### src/rtl/spiee_pkg.sv
// shared types, opcodes and defaults for the spi eeprom write-behind sequencer
package spiee_pkg;

   localparam int DEF_QUEUE_DEPTH = 64;
   localparam int DEF_CACHE_BYTES = 256;

   // front-to-back transaction queue (power of two)
   localparam int FIFO_DEPTH = 2;
   localparam int FPTR_W     = $clog2(FIFO_DEPTH);
   localparam int FCNT_W     = $clog2(FIFO_DEPTH + 1);

   localparam logic [1:0] CMD_WRITE = 2'd0;
   localparam logic [1:0] CMD_READ  = 2'd1;
   localparam logic [1:0] CMD_STEP  = 2'd2;

   localparam logic [7:0] OP_WREN  = 8'h06;
   localparam logic [7:0] OP_WRITE = 8'h02;
   localparam logic [7:0] OP_RDSR  = 8'h05;
   localparam logic [7:0] OP_WRDI  = 8'h04;
   localparam logic [7:0] OP_DUMMY = 8'h00;

   typedef struct packed {
      logic [1:0] command;
      logic [7:0] address;
      logic [7:0] write_data;
      logic       rx_valid;
      logic [7:0] rx_byte;
   } req_type;

   typedef struct packed {
      logic       chip_select_n;
      logic       tx_valid;
      logic [7:0] tx_byte;
      logic [7:0] read_data;
      logic       seq_busy;
      logic       queue_dropped;
   } rsp_type;

   typedef enum logic [1:0] {
      KIND_WRITE = 2'd0,
      KIND_READ  = 2'd1,
      KIND_STEP  = 2'd2,
      KIND_NONE  = 2'd3
   } kind_type;

   typedef struct packed {
      kind_type   kind;
      logic [7:0] address;
      logic [7:0] write_data;
      logic       rx_valid;
      logic       rx_wip;
   } item_type;

   typedef enum logic [12:0] {
      S_IDLE        = 13'b0000000000001,
      S_RXWAIT      = 13'b0000000000010,
      S_ENABLE      = 13'b0000000000100,
      S_CMD         = 13'b0000000001000,
      S_ADDR        = 13'b0000000010000,
      S_DATA        = 13'b0000000100000,
      S_DATA_END    = 13'b0000001000000,
      S_STAT_CMD    = 13'b0000010000000,
      S_STAT_DUMMY  = 13'b0000100000000,
      S_STAT_CHECK  = 13'b0001000000000,
      S_DISABLE     = 13'b0010000000000,
      S_DISABLE_END = 13'b0100000000000,
      S_DONE        = 13'b1000000000000
   } seq_state_type;

   typedef enum logic [1:0] {
      PH_IDLE = 2'b01,
      PH_EXEC = 2'b10
   } phase_type;

endpackage

### src/rtl/spi_eeprom_write_behind_sequencer.sv
// top level of the spi eeprom write-behind sequencer
//
//   channel   direction  handshake            payload
//   req_*     in         req_valid/req_stall  req_type (command, address, data, rx)
//   rsp_*     out        rsp_valid/rsp_stall  rsp_type (chip select, tx, read data, flags)
//
// each transaction passes through the front queue, the registered cache and ring ram
// reads and the sequencer update into the output register; the back end takes a new
// transaction only once the last one has committed, which rsp_stall can hold off.
// reset is synchronous; the cache reads as zero through per-byte valid flags, no clear pass.
// rsp_stall holds the output register and the back end; the two-entry front queue
// keeps accepting until full.
module spi_eeprom_write_behind_sequencer
   import spiee_pkg::*;
#(
   parameter int QUEUE_DEPTH = DEF_QUEUE_DEPTH,
   parameter int CACHE_BYTES = DEF_CACHE_BYTES
) (
   input  logic    clock,
   input  logic    reset,
   input  logic    req_valid,
   output logic    req_stall,
   input  req_type req_data,
   output logic    rsp_valid,
   input  logic    rsp_stall,
   output rsp_type rsp_data
);

   logic     item_valid;
   item_type item;
   logic     item_pop;

   spiee_front #(
      .CACHE_BYTES(CACHE_BYTES)
   ) u_front (
      .clock     (clock),
      .reset     (reset),
      .req_valid (req_valid),
      .req_stall (req_stall),
      .req_data  (req_data),
      .item_valid(item_valid),
      .item      (item),
      .item_pop  (item_pop)
   );

   spiee_back #(
      .QUEUE_DEPTH(QUEUE_DEPTH),
      .CACHE_BYTES(CACHE_BYTES)
   ) u_back (
      .clock     (clock),
      .reset     (reset),
      .item_valid(item_valid),
      .item      (item),
      .item_pop  (item_pop),
      .rsp_valid (rsp_valid),
      .rsp_stall (rsp_stall),
      .rsp_data  (rsp_data)
   );

endmodule

### src/rtl/spiee_ram.sv
// generic single-write, single-read ram with registered read data
module spiee_ram #(
   parameter int WIDTH = 8,
   parameter int DEPTH = 64
) (
   input  logic                     clock,
   input  logic                     wr_en,
   input  logic [$clog2(DEPTH)-1:0] wr_addr,
   input  logic [WIDTH-1:0]         wr_data,
   input  logic                     rd_en,
   input  logic [$clog2(DEPTH)-1:0] rd_addr,
   output logic [WIDTH-1:0]         rd_data
);

   logic [WIDTH-1:0] mem_ff [DEPTH];
   logic [WIDTH-1:0] rd_data_ff;

   always_ff @(posedge clock) begin
      if (wr_en) begin
         mem_ff[wr_addr] <= wr_data;
      end
      if (rd_en) begin
         rd_data_ff <= mem_ff[rd_addr];
      end
   end

   assign rd_data = rd_data_ff;

endmodule

### src/rtl/spiee_front.sv
// front end: accepts request transactions, classifies them, queues them for the back end
module spiee_front
   import spiee_pkg::*;
#(
   parameter int CACHE_BYTES = DEF_CACHE_BYTES
) (
   input  logic     clock,
   input  logic     reset,
   input  logic     req_valid,
   output logic     req_stall,
   input  req_type  req_data,
   output logic     item_valid,
   output item_type item,
   input  logic     item_pop
);

   logic [FPTR_W-1:0] wr_ptr_ff, wr_ptr_in;
   logic [FPTR_W-1:0] rd_ptr_ff, rd_ptr_in;
   logic [FCNT_W-1:0] count_ff, count_in;
   item_type          fifo_ff [FIFO_DEPTH];
   item_type          entry_in;
   logic              in_cache;
   logic              push;

   // out-of-range host accesses behave like the unused command
   always_comb begin
      in_cache            = ({1'b0, req_data.address} < 9'(CACHE_BYTES));
      entry_in.address    = req_data.address;
      entry_in.write_data = req_data.write_data;
      entry_in.rx_valid   = req_data.rx_valid;
      entry_in.rx_wip     = req_data.rx_byte[0];
      unique case (req_data.command)
         CMD_WRITE: entry_in.kind = in_cache ? KIND_WRITE : KIND_NONE;
         CMD_READ:  entry_in.kind = in_cache ? KIND_READ : KIND_NONE;
         CMD_STEP:  entry_in.kind = KIND_STEP;
         default:   entry_in.kind = KIND_NONE;
      endcase
   end

   assign req_stall  = (count_ff == FCNT_W'(FIFO_DEPTH));
   assign push       = req_valid && !req_stall;
   assign item_valid = (count_ff != '0);
   assign item       = fifo_ff[rd_ptr_ff];

   always_comb begin
      wr_ptr_in = push ? wr_ptr_ff + FPTR_W'(1) : wr_ptr_ff;
      rd_ptr_in = item_pop ? rd_ptr_ff + FPTR_W'(1) : rd_ptr_ff;
      unique case ({push, item_pop})
         2'b10:   count_in = count_ff + FCNT_W'(1);
         2'b01:   count_in = count_ff - FCNT_W'(1);
         default: count_in = count_ff;
      endcase
   end

   always_ff @(posedge clock) begin
      if (reset) begin
         wr_ptr_ff <= '0;
         rd_ptr_ff <= '0;
         count_ff  <= '0;
      end else begin
         wr_ptr_ff <= wr_ptr_in;
         rd_ptr_ff <= rd_ptr_in;
         count_ff  <= count_in;
      end
   end

   always_ff @(posedge clock) begin
      if (push) begin
         fifo_ff[wr_ptr_ff] <= entry_in;
      end
   end

endmodule

### src/rtl/spiee_back.sv
// back end: byte cache, pending address ring and the spi write sequencer
module spiee_back
   import spiee_pkg::*;
#(
   parameter int QUEUE_DEPTH = DEF_QUEUE_DEPTH,
   parameter int CACHE_BYTES = DEF_CACHE_BYTES
) (
   input  logic     clock,
   input  logic     reset,
   input  logic     item_valid,
   input  item_type item,
   output logic     item_pop,
   output logic     rsp_valid,
   input  logic     rsp_stall,
   output rsp_type  rsp_data
);

   localparam int QPTR_W  = $clog2(QUEUE_DEPTH);
   localparam int CADDR_W = $clog2(CACHE_BYTES);

   function automatic logic [QPTR_W-1:0] qnext(input logic [QPTR_W-1:0] p);
      logic [QPTR_W-1:0] r;
      if (p == QPTR_W'(QUEUE_DEPTH - 1)) begin
         r = '0;
      end else begin
         r = p + QPTR_W'(1);
      end
      return r;
   endfunction

   phase_type          phase_ff, phase_in;
   seq_state_type      seq_ff, seq_in;
   seq_state_type      resume_ff, resume_in;
   logic [7:0]         target_ff, target_in;
   logic               wip_ff, wip_in;
   logic               busy_ff, busy_in;
   logic               cs_ff, cs_in;
   logic [QPTR_W-1:0]  head_ff, head_in;
   logic [QPTR_W-1:0]  tail_ff, tail_in;
   logic [CACHE_BYTES-1:0] cache_vld_ff, cache_vld_in;
   item_type           cur_ff;
   logic               hit_ff;
   logic               rsp_valid_ff, rsp_valid_in;
   rsp_type            rsp_ff, rsp_in;

   logic               commit;
   logic [CADDR_W-1:0] cache_rd_addr;
   logic [7:0]         cache_rd;
   logic               cache_we;
   logic [7:0]         q_rd;
   logic               q_we;
   logic [QPTR_W-1:0]  q_next_head;
   logic [QPTR_W-1:0]  q_next_tail;
   logic               tx_v;
   logic [7:0]         tx_b;
   logic [7:0]         rdata;
   logic               dropped;

   assign item_pop      = (phase_ff == PH_IDLE) && item_valid;
   assign commit        = (phase_ff == PH_EXEC) && (!rsp_valid_ff || !rsp_stall);
   assign q_next_head   = qnext(head_ff);
   assign q_next_tail   = qnext(tail_ff);
   assign cache_rd_addr = (item.kind == KIND_READ) ? item.address[CADDR_W-1:0]
                                                  : target_ff[CADDR_W-1:0];

   spiee_ram #(
      .WIDTH(8),
      .DEPTH(CACHE_BYTES)
   ) u_cache (
      .clock  (clock),
      .wr_en  (cache_we),
      .wr_addr(cur_ff.address[CADDR_W-1:0]),
      .wr_data(cur_ff.write_data),
      .rd_en  (item_pop),
      .rd_addr(cache_rd_addr),
      .rd_data(cache_rd)
   );

   spiee_ram #(
      .WIDTH(8),
      .DEPTH(QUEUE_DEPTH)
   ) u_queue (
      .clock  (clock),
      .wr_en  (q_we),
      .wr_addr(q_next_head),
      .wr_data(cur_ff.address),
      .rd_en  (item_pop),
      .rd_addr(q_next_tail),
      .rd_data(q_rd)
   );

   always_comb begin
      seq_in       = seq_ff;
      resume_in    = resume_ff;
      target_in    = target_ff;
      wip_in       = wip_ff;
      busy_in      = busy_ff;
      cs_in        = cs_ff;
      head_in      = head_ff;
      tail_in      = tail_ff;
      cache_vld_in = cache_vld_ff;
      cache_we     = 1'b0;
      q_we         = 1'b0;
      tx_v         = 1'b0;
      tx_b         = '0;
      rdata        = '0;
      dropped      = 1'b0;
      if (commit) begin
         unique case (cur_ff.kind)
            KIND_WRITE: begin
               cache_we = 1'b1;
               cache_vld_in[cur_ff.address[CADDR_W-1:0]] = 1'b1;
               if (seq_ff == S_IDLE) begin
                  target_in = cur_ff.address;
                  cs_in     = 1'b0;
                  resume_in = S_ENABLE;
                  seq_in    = S_RXWAIT;
                  tx_v      = 1'b1;
                  tx_b      = OP_WREN;
               end else if (q_next_head == tail_ff) begin
                  dropped = 1'b1;
               end else begin
                  q_we    = 1'b1;
                  head_in = q_next_head;
               end
            end
            KIND_READ: begin
               rdata = hit_ff ? cache_rd : '0;
            end
            KIND_STEP: begin
               unique case (seq_ff)
                  S_RXWAIT: begin
                     if (cur_ff.rx_valid) begin
                        wip_in = cur_ff.rx_wip;
                        seq_in = resume_ff;
                     end
                  end
                  S_ENABLE: begin
                     busy_in = 1'b1;
                     cs_in   = 1'b1;
                     seq_in  = S_CMD;
                  end
                  S_CMD: begin
                     cs_in     = 1'b0;
                     resume_in = S_ADDR;
                     seq_in    = S_RXWAIT;
                     tx_v      = 1'b1;
                     tx_b      = OP_WRITE;
                  end
                  S_ADDR: begin
                     resume_in = S_DATA;
                     seq_in    = S_RXWAIT;
                     tx_v      = 1'b1;
                     tx_b      = target_ff;
                  end
                  S_DATA: begin
                     resume_in = S_DATA_END;
                     seq_in    = S_RXWAIT;
                     tx_v      = 1'b1;
                     tx_b      = hit_ff ? cache_rd : '0;
                  end
                  S_DATA_END: begin
                     cs_in  = 1'b1;
                     seq_in = S_STAT_CMD;
                  end
                  S_STAT_CMD: begin
                     cs_in     = 1'b0;
                     resume_in = S_STAT_DUMMY;
                     seq_in    = S_RXWAIT;
                     tx_v      = 1'b1;
                     tx_b      = OP_RDSR;
                  end
                  S_STAT_DUMMY: begin
                     resume_in = S_STAT_CHECK;
                     seq_in    = S_RXWAIT;
                     tx_v      = 1'b1;
                     tx_b      = OP_DUMMY;
                  end
                  S_STAT_CHECK: begin
                     cs_in  = 1'b1;
                     seq_in = wip_ff ? S_STAT_CMD : S_DISABLE;
                  end
                  S_DISABLE: begin
                     cs_in     = 1'b0;
                     resume_in = S_DISABLE_END;
                     seq_in    = S_RXWAIT;
                     tx_v      = 1'b1;
                     tx_b      = OP_WRDI;
                  end
                  S_DISABLE_END: begin
                     cs_in = 1'b1;
                     if (head_ff == tail_ff) begin
                        seq_in = S_DONE;
                     end else begin
                        // drain the next pending address
                        tail_in   = q_next_tail;
                        target_in = q_rd;
                        cs_in     = 1'b0;
                        resume_in = S_ENABLE;
                        seq_in    = S_RXWAIT;
                        tx_v      = 1'b1;
                        tx_b      = OP_WREN;
                     end
                  end
                  S_DONE: begin
                     busy_in = 1'b0;
                     seq_in  = S_IDLE;
                  end
                  S_IDLE: begin
                  end
                  default: begin
                  end
               endcase
            end
            KIND_NONE: begin
            end
         endcase
      end
   end

   always_comb begin
      unique case (phase_ff)
         PH_IDLE: phase_in = item_pop ? PH_EXEC : PH_IDLE;
         PH_EXEC: phase_in = commit ? PH_IDLE : PH_EXEC;
         default: phase_in = PH_IDLE;
      endcase
      rsp_valid_in         = commit || (rsp_valid_ff && rsp_stall);
      rsp_in.chip_select_n = cs_in;
      rsp_in.tx_valid      = tx_v;
      rsp_in.tx_byte       = tx_b;
      rsp_in.read_data     = rdata;
      rsp_in.seq_busy      = busy_in;
      rsp_in.queue_dropped = dropped;
   end

   always_ff @(posedge clock) begin
      if (reset) begin
         phase_ff     <= PH_IDLE;
         seq_ff       <= S_IDLE;
         resume_ff    <= S_IDLE;
         target_ff    <= '0;
         wip_ff       <= 1'b0;
         busy_ff      <= 1'b0;
         cs_ff        <= 1'b1;
         head_ff      <= '0;
         tail_ff      <= '0;
         cache_vld_ff <= '0;
         rsp_valid_ff <= 1'b0;
      end else begin
         phase_ff     <= phase_in;
         seq_ff       <= seq_in;
         resume_ff    <= resume_in;
         target_ff    <= target_in;
         wip_ff       <= wip_in;
         busy_ff      <= busy_in;
         cs_ff        <= cs_in;
         head_ff      <= head_in;
         tail_ff      <= tail_in;
         cache_vld_ff <= cache_vld_in;
         rsp_valid_ff <= rsp_valid_in;
      end
   end

   always_ff @(posedge clock) begin
      if (item_pop) begin
         cur_ff <= item;
         hit_ff <= cache_vld_ff[cache_rd_addr];
      end
      if (commit) begin
         rsp_ff <= rsp_in;
      end
   end

   assign rsp_valid = rsp_valid_ff;
   assign rsp_data  = rsp_ff;

endmodule

### config.mk
export PLATFORM = sky130hd
export DESIGN_NAME = spi_eeprom_write_behind_sequencer
export DESIGN_NICKNAME = d
export VERILOG_FILES = /design/src/rtl/spiee_pkg.sv /design/src/rtl/spi_eeprom_write_behind_sequencer.sv /design/src/rtl/spiee_ram.sv /design/src/rtl/spiee_front.sv /design/src/rtl/spiee_back.sv
export SDC_FILE = /design/constraint.sdc
export NUM_CORES = 2
export LEC_CHECK = 0
export ABC_CLOCK_PERIOD_IN_PS = 4400
export BUFFER_PORTS_ARGS = -buffer_cell sky130_fd_sc_hd__buf_4
export CAP_MARGIN = 25
export CORE_MARGIN = 2
export CORE_UTILIZATION = 60
export CTS_CLUSTER_SIZE = 20
export DETAILED_ROUTE_END_ITERATION = 12
export GPL_TIMING_DRIVEN = 1
export PLACE_DENSITY = 0.76
export SLEW_MARGIN = 20
export SYNTH_ARGS = -nofsm -noshare
export SYNTH_HDL_FRONTEND = slang
export SYNTH_SLANG_ARGS = --single-unit
### constraint.sdc
create_clock -name clock -period 4.4 [get_ports clock]
set_input_delay 0.22 -clock clock [delete_from_list [all_inputs] [get_ports clock]]
set_output_delay 0.22 -clock clock [all_outputs]
set_load 0.01 [all_outputs]
==> impl_metrics.toml <==
[critical_path]
worstPathMaxFanout = 34
crit_path_end_kind = "register"
crit_arrival_ns = 5.11
crit_chain = "nand2b_1 -> mux2_8 -> nand2_4 -> buf_12 -> buf_12 -> mux2i_1 -> o221ai_1 -> o221ai_1 -> nand3_1 -> nor3_1 -> buf_4 -> o32ai_1"
cp-start-kind = "register"
slowest_stage = "o221ai_1"
crit_required_ns = 5.03
slowest_delay_ns = 0.52
critPathKind = "reg -> reg"

[power_and_ir_drop]
power_frac_comb = 0.215
p_switching_w = 0.0230
power.leakage_nw = 42.8
p_int_w = 0.0530
vdd_drop_max_mv = 0.487
p_seq_frac = 0.451
p_clk_frac = 0.334
swShare = 0.303
p_total_w = 0.0760
power_density_mw_per_mm2 = 571

[die]
dieArea_mm2 = 0.199
die_w_um = 446
fp.dieH_um = 446
ioPinCount = 53
start_util = 0.602
coreArea_mm2 = 0.194
rows = 162

[detailed_routing]
drt_wl_total_um = 332000
ant_nets = 0
drt_iter0_markers = 11400
drc = 0
vias = 74300
firstDrtPassIters = 8
viasPerCell = 6.82
wl_per_cell_um = 30.5

[run_status]
violations = "setup timing"
outcome = "complete, but fails checks"

[clocking]
root_buffer = "clkbuf_16"
h-tree-depth = 5
post_cts_buffers = 0
numCtsBuffers = 307
cts_tree = "built"
cts_sinks = 2965
clock_path_buffers = 4
clock_latency_ns = 0.95
clk_pin_slew_ns = 0.06

[global_routing]
grt_usage = 0.331
grt_pass1_vias = 71300
antenna_found_initial = 13
grt_pass1_wl_um = 481000
gr-usage-met2 = 0.499
grt_overflow = 0
grt.busiest_layer = "met2"
use_met1 = 0.444
grt_max_degree = 217
grt_use_met3 = 0.0821

[layout]
layout_commonest_cell = "edfxtp_1"
fin_nets = 8145
syn_to_final_growth_pct = 13.6
final_cells = 10900
mostFrequentLayoutCells = "edfxtp_1, nand2_1, nor2_1"
drive_gt1_frac = 0.141
final_area_mm2 = 0.133

[timing]
slew_viol_final = 0
slew_headroom = 0.247
fmax_ghz = 0.223
finalSetupViolations = 9
whs_ns = 0.0526
final.min_clock_period_ns = 4.47
rsz0062_at_grt = "yes"
hold_violations = 0
tightest_slew_ns = 1.13
setup_ws_ns = -0.0749
skew_ns = 0.0597
fin_crit_sh = 1.02

[logic_synthesis]
synthFlopType = "edfxtp_1"
synth.area.top_cells = "edfxtp_1, dfxtp_1, mux2i_1"
syn_inst = 7860
synthArstFlopShare = 0
yosysTopAreaCell = "edfxtp_1"
avgSynthCellArea_um2 = 14.9
ys_types = 73
ys_seq_elements = 2965
ys_seq_area_frac = 0.734
synth_nets = 7896
synth_edf_count = 2657
yosys_warnings = 0
synth_top_area_frac = 0.681
synthesis.area_mm2 = 0.117

[place]
port_buffers = 45
placed_area_mm2 = 0.123
gp_congestion = 0.951
place_inst = 10300
hpwl_um = 198000

[min_path]
hp-class = "in -> reg"

[job]
cap_violations = 0
synthesized netlist by cell type (all sizes together), types with 6 or more instances:
cell type	n
edfxtp	2657
nand2	941
nor2	862
mux2i	580
clkbuf	340
dfxtp	308
nand3	285
o221ai	260
buf	209
a211oi	184
and3	176
mux4	160
a311oi	135
o22ai	106
a31oi	92
a21oi	90
nand4	79
mux2	45
nor3	44
o21ai	33
o21ba	30
nor2b	26
nor4	24
a32oi	23
xor2	14
xnor2	13
o31ai	12
nand2b	11
o2111ai	9
a21boi	8
inv	7
a221oi	6
a32o	6
o32ai	6
registers in the layout, indices dropped and copies added, names as in the netlist, 2 cells and up, named ones only:
signal,count
u_back.u_cache.mem_ff,2048
u_back.u_queue.mem_ff,512
u_back.cache_vld_ff,256
u_front.fifo_ff,40
u_back.cur_ff,20
u_back.rsp_data,20
u_back.seq_ff,13
u_back.resume_ff,8
u_back.target_ff,8
u_back.u_cache.rd_data,8
u_back.u_queue.rd_data,8
u_back.head_ff,6
u_back.tail_ff,6
u_back.phase_ff,2
u_front.count_ff,2
final cells by class:
class	instances	area, um2
antenna	11	27.5
clock buffer	421	8550
clock inverter	119	1160
fill	12200	61300
inverter	8	30.0
multi-input combinational	4338	29200
sequential	2965	86000
tap	2542	3180
timing repair buffer	489	4900
cells by family (layout without fill, tap and decap cells):
family,count (synthesis),in the layout,synth area share
AND/OR/NAND/NOR,2480,2480,0.0911
other,0,11,0
multiplexers,785,785,0.0847
adder cells (fa/ha/maj),5,5,0.000534
flip-flops,2965,2965,0.734
AO/OA/AOI/OAI,1041,1041,0.0679
buffers and inverters,557,1037,0.0198
XOR/XNOR,27,27,0.00202
timing repair:
item,4_1_cts,5_1_grt
gates resized for setup,0,13
setup endpoints to repair,0,22
hold endpoints to repair,170,0
hold buffers,28,0
worst paths after layout:
| kind | endpoint | startpoint | slack (ns) | cells past startpoint |
|---|---|---|---|---|
| min | u_front.fifo_ff[0][15]$_DFFE_PP_ | req_data[22] | 0.05 | 2 |
| max | u_back.u_cache.rd_data[6]$_DFFE_PP_ | u_front.fifo_ff[1][18]$_DFFE_PP_ | -0.07 | 12 |
| min reg2reg | u_back.resume_ff[0]$_SDFFE_PP1P_ | u_back.resume_ff[0]$_SDFFE_PP1P_ | 0.46 | 1 |
| max reg2reg | u_back.u_cache.rd_data[6]$_DFFE_PP_ | u_front.fifo_ff[1][18]$_DFFE_PP_ | -0.07 | 12 |
power groups by stage:
stage	Combinational [W]	Sequential (W)	Clock (W)
2_1_floorplan	0.00660	0.0364	0
3_3_place_gp	0.0153	0.0348	0
3_5_place_dp	0.0157	0.0348	0
4_1_cts	0.0158	0.0342	0.0254
5_1_grt	0.0167	0.0342	0.0265
6_report	0.0164	0.0342	0.0254
stage by stage:
step / worst slack (ns) / util / TNS, ns
2_1_floorplan: 0.354 / - / 0
3_3_place_gp: 0.133 / 0.632 / 0
3_5_place_dp: 0.154 / 0.632 / 0
4_1_cts: 0.110 / 0.684 / 0
5_1_grt: -0.0596 / 0.684 / -0.478
6_report: -0.0749 / 0.684 / -0.247
layer usage:
layer  routed length (um)  vias to the layer above
li1                     -                    30900
met1               119000                    37000
met2               152000                     5279
met3                40200                     1027
met4                21000                       14
met5                   89                        -
worst max-delay path, delay by kind of cell (launching register included):
kind,cells,cell delay [ns]
AO/OA/AOI/OAI,3,0.92
buffers and inverters,3,0.72
flip-flops,1,0.40
multiplexers,2,0.69
AND/OR/NAND/NOR,4,1.38
Power figures use the tool's default switching activity.
